<file path="config.mk">
export PLATFORM = sky130hd
export DESIGN_NAME = shell_quote_tokenizer_top
export DESIGN_NICKNAME = d
export VERILOG_FILES = /design/src/sqt_pkg.sv /design/src/shell_quote_tokenizer_top.sv
export VERILOG_INCLUDE_DIRS = /design/src /design/src/src
export SDC_FILE = /design/constraint.sdc
export NUM_CORES = 1
export LEC_CHECK = 0
export BUFFER_PORTS_ARGS = -buffer_cell sky130_fd_sc_hd__buf_2
export CORE_ASPECT_RATIO = 1.5
export CORE_MARGIN = 2
export CORE_UTILIZATION = 45
export DETAILED_ROUTE_END_ITERATION = 8
export PLACE_DENSITY = 0.66
export SYNTH_ARGS = -nofsm -noshare
export SYNTH_HDL_FRONTEND = slang
export SYNTH_SLANG_ARGS = --single-unit
</file>
<file path="constraint.sdc">
create_clock -name clk -period 3.5 [get_ports clk]
set_clock_uncertainty 0.15 [all_clocks]
set_input_delay 0.175 -clock clk [delete_from_list [all_inputs] [get_ports clk]]
set_output_delay 0.175 -clock clk [all_outputs]
set_load 0.01 [all_outputs]
</file>
<file path="src/shell_quote_tokenizer_top_assert.svh">
// Assertion macros for the tokenizer, clocked on clk, disabled in reset.
`ifndef SHELL_QUOTE_TOKENIZER_TOP_ASSERT_SVH
`define SHELL_QUOTE_TOKENIZER_TOP_ASSERT_SVH

// Same-cycle implication.
`define SQT_ASSERT(label, ante, cons, msg) \
    label: assert property (@(posedge clk) disable iff (!rst_n) (ante) |-> (cons)) \
        else $error(msg);

// Next-cycle implication.
`define SQT_ASSERT_NEXT(label, ante, cons, msg) \
    label: assert property (@(posedge clk) disable iff (!rst_n) (ante) |=> (cons)) \
        else $error(msg);

`endif

</file>
<file path="src/sqt_pkg.sv">
`default_nettype none

package sqt_pkg;

    typedef enum logic [1:0] {
        KIND_CHAR     = 2'd0,
        KIND_WORD_END = 2'd1,
        KIND_LINE_END = 2'd2
    } kind_t;

    typedef enum logic [1:0] {
        QUOTE_NONE   = 2'd0,
        QUOTE_SINGLE = 2'd1,
        QUOTE_DOUBLE = 2'd2
    } quote_t;

    localparam logic CMD_CHAR     = 1'b0;
    localparam logic CMD_LINE_END = 1'b1;

    localparam logic [7:0] CH_SPACE     = 8'h20;
    localparam logic [7:0] CH_DOLLAR    = 8'h24;
    localparam logic [7:0] CH_BACKQUOTE = 8'h60;
    localparam logic [7:0] CH_BACKSLASH = 8'h5C;
    localparam logic [7:0] CH_SQUOTE    = 8'h27;
    localparam logic [7:0] CH_DQUOTE    = 8'h22;
    localparam logic [7:0] CH_NONE      = 8'h00;

    typedef struct packed {
        logic       command;
        logic [7:0] ch;
    } item_t;

    typedef struct packed {
        kind_t      kind;
        logic [7:0] out_char;
        quote_t     open_quote;
        logic       last;
    } result_t;

endpackage

`default_nettype wire

</file>
<file path="src/shell_quote_tokenizer_top.sv">
// A result is registered and shown in the cycle after its item transfer.
// Throughput: one item per cycle when unstalled; an item with two results
// holds the input while the second result drains from the output slots.
// Reset (rst_n low, asynchronous): quote, escape and word flags clear and
// both output slots empty.
`default_nettype none

module shell_quote_tokenizer_top (
    input  wire logic            clk,
    input  wire logic            rst_n,
    input  wire logic            item_valid,
    output logic                 item_stall,
    input  wire sqt_pkg::item_t  item,
    output logic                 result_valid,
    input  wire logic            result_stall,
    output sqt_pkg::result_t     result
);
    import sqt_pkg::*;

    logic       sq_reg, sq_next;
    logic       dq_reg, dq_next;
    logic       esc_reg, esc_next;
    logic       whc_reg, whc_next;
    logic [1:0] cnt_reg, cnt_next;
    result_t    slot0_reg, slot0_next;
    result_t    slot1_reg, slot1_next;

    result_t    res0;
    result_t    res1;
    logic [1:0] n_res;
    logic       item_fire;
    logic       result_fire;

    assign result_valid = (cnt_reg != 2'd0);
    assign result       = slot0_reg;
    assign result_fire  = result_valid && !result_stall;
    assign item_stall   = !((cnt_reg == 2'd0) || ((cnt_reg == 2'd1) && !result_stall));
    assign item_fire    = item_valid && !item_stall;

    always_comb
    begin
        sq_next  = sq_reg;
        dq_next  = dq_reg;
        esc_next = esc_reg;
        whc_next = whc_reg;
        n_res    = 2'd0;
        res0     = '{kind: KIND_CHAR, out_char: CH_NONE, open_quote: QUOTE_NONE, last: 1'b0};
        res1     = '{kind: KIND_CHAR, out_char: CH_NONE, open_quote: QUOTE_NONE, last: 1'b1};
        if (item.command == CMD_LINE_END)
        begin
            if (whc_reg)
            begin
                res0.kind       = KIND_WORD_END;
                res0.open_quote = sq_reg ? QUOTE_SINGLE : (dq_reg ? QUOTE_DOUBLE : QUOTE_NONE);
                res1.kind       = KIND_LINE_END;
                n_res           = 2'd2;
            end
            else
            begin
                res0.kind = KIND_LINE_END;
                n_res     = 2'd1;
            end
            sq_next  = 1'b0;
            dq_next  = 1'b0;
            esc_next = 1'b0;
            whc_next = 1'b0;
        end
        else
        begin
            case (item.ch)
                CH_SPACE:
                begin
                    if (whc_reg)
                    begin
                        n_res = 2'd1;
                        if (!sq_reg && !dq_reg && !esc_reg)
                        begin
                            res0.kind = KIND_WORD_END;
                            whc_next  = 1'b0;
                        end
                        else
                        begin
                            res0.out_char = CH_SPACE;
                            esc_next      = 1'b0;
                        end
                    end
                end
                CH_BACKSLASH:
                begin
                    res0.out_char = CH_BACKSLASH;
                    if (sq_reg)
                    begin
                        n_res    = 2'd1;
                        whc_next = 1'b1;
                    end
                    else
                    begin
                        if (esc_reg)
                        begin
                            n_res    = 2'd1;
                            whc_next = 1'b1;
                        end
                        esc_next = !esc_reg;
                    end
                end
                CH_SQUOTE:
                begin
                    if (dq_reg)
                    begin
                        whc_next = 1'b1;
                        esc_next = 1'b0;
                        if (esc_reg)
                        begin
                            res0.out_char = CH_BACKSLASH;
                            res1.out_char = CH_SQUOTE;
                            n_res         = 2'd2;
                        end
                        else
                        begin
                            res0.out_char = CH_SQUOTE;
                            n_res         = 2'd1;
                        end
                    end
                    else if (esc_reg)
                    begin
                        esc_next      = 1'b0;
                        whc_next      = 1'b1;
                        res0.out_char = CH_SQUOTE;
                        n_res         = 2'd1;
                    end
                    else
                    begin
                        sq_next = !sq_reg;
                    end
                end
                CH_DQUOTE:
                begin
                    if (sq_reg || esc_reg)
                    begin
                        esc_next      = sq_reg ? esc_reg : 1'b0;
                        whc_next      = 1'b1;
                        res0.out_char = CH_DQUOTE;
                        n_res         = 2'd1;
                    end
                    else
                    begin
                        dq_next = !dq_reg;
                    end
                end
                default:
                begin
                    whc_next = 1'b1;
                    esc_next = 1'b0;
                    if (esc_reg && dq_reg && (item.ch != CH_DOLLAR)
                        && (item.ch != CH_BACKQUOTE))
                    begin
                        res0.out_char = CH_BACKSLASH;
                        res1.out_char = item.ch;
                        n_res         = 2'd2;
                    end
                    else
                    begin
                        res0.out_char = item.ch;
                        n_res         = 2'd1;
                    end
                end
            endcase
        end
        res0.last = (n_res == 2'd1);
    end

    always_comb
    begin
        cnt_next   = cnt_reg;
        slot0_next = slot0_reg;
        slot1_next = slot1_reg;
        if (result_fire)
        begin
            slot0_next = slot1_reg;
            cnt_next   = cnt_reg - 2'd1;
        end
        if (item_fire)
        begin
            slot0_next = res0;
            slot1_next = res1;
            cnt_next   = n_res;
        end
    end

    always_ff @(posedge clk or negedge rst_n)
    begin
        if (!rst_n)
        begin
            sq_reg  <= 1'b0;
            dq_reg  <= 1'b0;
            esc_reg <= 1'b0;
            whc_reg <= 1'b0;
            cnt_reg <= 2'd0;
        end
        else
        begin
            cnt_reg <= cnt_next;
            if (item_fire)
            begin
                sq_reg  <= sq_next;
                dq_reg  <= dq_next;
                esc_reg <= esc_next;
                whc_reg <= whc_next;
            end
        end
    end

    always_ff @(posedge clk)
    begin
        slot0_reg <= slot0_next;
        slot1_reg <= slot1_next;
    end

`include "shell_quote_tokenizer_top_assert.svh"

    `SQT_ASSERT(a_cnt_range, 1'b1, cnt_reg != 2'd3, "output slot count out of range")
    `SQT_ASSERT(a_first_not_last, cnt_reg == 2'd2, !slot0_reg.last && slot1_reg.last,
        "first of two results marked last")
    `SQT_ASSERT(a_line_end_last, result_valid && (result.kind == KIND_LINE_END),
        result.last, "line end not marked last")
    `SQT_ASSERT(a_quote_on_word_end, result_valid && (result.open_quote != QUOTE_NONE),
        result.kind == KIND_WORD_END, "open quote reported outside word end")
    `SQT_ASSERT_NEXT(a_eol_clears, item_fire && (item.command == CMD_LINE_END),
        !sq_reg && !dq_reg && !esc_reg && !whc_reg, "state not cleared after line end")

endmodule

`default_nettype wire
</file>
==> impl_results.md <==
* # resized after CTS at 0
* YS warnings at 0
* Hold buffers post-CTS at 1
* DRC at 0
* Seq/Total Area, Yosys at 46.9%
* Initial antenna violation count at 0
* Total track usage at 19.7%
* Post-Syn Instances at 177
* Total power at 0.00114 W
* Count of final hold-check violations at 0
* Top-area cell type share of the netlist area at 38.2%
* Nets@finish at 221
* Row count at 27
* Max Clk Rate at 437 MHz
* Setup crit start kind: flop
* CP Capture Type: flop
* Synth cell types at 53
* Dominant synthesized flop cell: edfxtp_1
* Flops & latches, synth at 28
* Req. time, crit path at 3550 ps
* Die area at 0.00436 mm^2
* Final Cycle Share at 65.4%
* First-pass GRT wire length at 6380 um
* Die Wd at 54.6 um
* Largest net degree at the start of global routing at 19
* Clk slew on worst S/H paths at 90 ps
* Mapped Nets at 194
* Crit path kind: reg -> reg
* Dominant cell type by area after synthesis: edfxtp_1
* CTS H-Tree Depth at 1
* Clock Power Share at 16.0%
* Critical Path Fanout Max at 18
* Die height at 79.9 um
* CP top delay family: simple AND/OR/NAND/NOR gates
* Synthesized area per cell at 9.77 um^2
* Worst hold path class: in -> reg
* Post-route core utilization at 52.7%
* Total gr overflow at 0
* Worst path arrival time at 2340 ps
* Crit-path cells: inv_1 > ha_1 > nor2b_1 > o21ai_1 > buf_4 > inv_2 > nand2_1 > or4_1 > o211ai_1
* Drt initial violations at 46
* Synth top cells by count: nand2_1 (29), edfxtp_1 (22), nor2_1 (11), o21ai_0 (11), inv_1 (9)
* RSZ-0062 raised after global routing: false
* WP buf/inv at 3
* Layout cells sized above 1 at 22.2%
* Slowest cell on crit path: or4_1
* Diodes inserted at 0
* Vias in the first global route at 1,409
* Internal at 0.000727 W
* Maxcap violations at 0
* Post-Route Setup TNS at 0 ps
* Slew headroom at 65.0%
* Post-CTS Setup Bufs at 0
* Clock latency on the worst-skew pair at 280 ps
* Wirelength per Cell at 15.9 um
* Clock Tree Buf Depth at 2
* Via density at 5.74
* Routability cong. at 0.885
* Slew @ Worst Pin at 517 ps
* Pwr/cell area at 587 mW/mm^2
* NetSw at 0.000411 W
* Starting Density at 47.0%
* Core ar. at 0.00368 mm^2
* Vias at 1,411
* Area growth syn-to-layout at 12.2%
* Final ANT Viol Nets at 0
* Worst IR Drop VDD at 334 uV
* Net Sw Frac at 36.1%
* TritonRoute pass-1 iters at 4
* Num CTS Buffers at 3
* Number of synthesized flops with an enable pin at 22
* Reg2Reg Setup Slack at 1210 ps
* I/O pins at 28
* Top cells by area, synth: edfxtp_1 (38%), dfrtp_1 (8.7%), nand2_1 (6.3%)
* Dpl hpwl at 2970 um
* Count leader, synth: nand2_1
* Max reg flops at 13
* Fraction of registers with async set/reset at 21.4%
* Lkg Pwr at 0.780 nW
* Clk root buf: clkbuf_8
* Fin crit period at 2290 ps
* Count of final setup violators at 0
* WL final at 3910 um
* Synthesized area at 0.00173 mm^2
* PortBufs at 27
* Flop pwr share at 48.6%
* Max-slew violations at 0
* Comb power frac at 35.3%
* CP peak stage delay at 500 ps
* CTS Sinks at 28
* Status: completed
* CTS tree: built
## final timing paths
kind | from | endpoint | cells past startpoint
worst max register to register | cnt_reg[1] | esc_reg | 9
worst max-delay path | cnt_reg[1] | esc_reg | 9
worst min-delay path | item[5] | slot1_reg[8] | 2
worst min register to register | cnt_reg[1] | cnt_reg[1] | 1
max in group asynchronous | rst_n | esc_reg | 2
min in group asynchronous | rst_n | sq_reg | 2
## worst register-to-register path: cells and delay by family (launching register included)
| family | cells | cell delay (ps) |
|---|---|---|
| simple gates | 3 | 790 |
| buf+inv | 3 | 560 |
| flops | 1 | 390 |
| compound gates | 2 | 180 |
| fa+ha+maj | 1 | 130 |
## metal layers
layer | global-route usage (%) | wire length (um)
met2 | 32.6 | 2060
met3 | 1.12 | 137
met1 | 25.2 | 1610
met4 | 9.25 | 101
met5 | 0 | 0
## stage by stage
| step | area [um^2] | cells | hold slack, ps | setup slack, ps |
|---|---|---|---|---|
| detailed placement | 1880 | 241 | -147 | 1230 |
| finish | 1940 | 246 | 89.2 | 1210 |
| CTS | 1940 | 246 | 95.4 | 1210 |
| global route | 1940 | 246 | 99.0 | 1040 |
| global placement | 1880 | 241 | -151 | 1320 |
| floorplan | 1730 | 177 | -271 | 974 |
## cell usage in the layout (no fill, tap or decap), types with 2 or more instances in the layout
master    count
o21ai_0      10
o311ai_0      2
buf_4         2
clkbuf_8      3
and3_1        2
nor4b_1       2
o21ai_1       3
o211ai_1      6
inv_1         9
a21oi_1       6
nand2_1      29
nand3_1       6
nor3_1        6
buf_2        27
edfxtp_1     22
a32o_1        2
ha_1          4
nor2_1       11
dfrtp_1       6
mux2i_1       3
nand2b_1      2
and2_1        7
## power by group through the flow
stage / sequential [W] / clock (W) / combinational (W)
finish: 0.000553 / 0.000182 / 0.000402
floorplan: 0.000560 / 0 / 0.000258
global route: 0.000569 / 0.000197 / 0.000461
detailed placement: 0.000563 / 0 / 0.000406
CTS: 0.000555 / 0.000178 / 0.000408
global placement: 0.000557 / 0 / 0.000394
## cell type report
cell class | instances | area (um^2)
clock buffer | 4 | 45.0
fill | 335 | 1740
inverter | 10 | 37.5
multi-input combinational | 131 | 832
sequential | 28 | 811
tap | 43 | 53.8
timing repair buffer | 30 | 160
## cells by family (layout without fill, tap and decap cells)
group                    after synthesis  count (layout)  share of synthesized area [%]
AND/OR/NAND/NOR                       82              82                           26.7
AO/OA/AOI/OAI                         41              41                           16.3
flip-flops                            28              28                           46.9
XOR/XNOR                               1               1                          0.507
multiplexers                           3               3                           1.74
adder cells (fa/ha/maj)                4               4                           2.89
buffers and inverters                 18              44                           4.99
No activity file was read; power rests on OpenSTA's default activity.
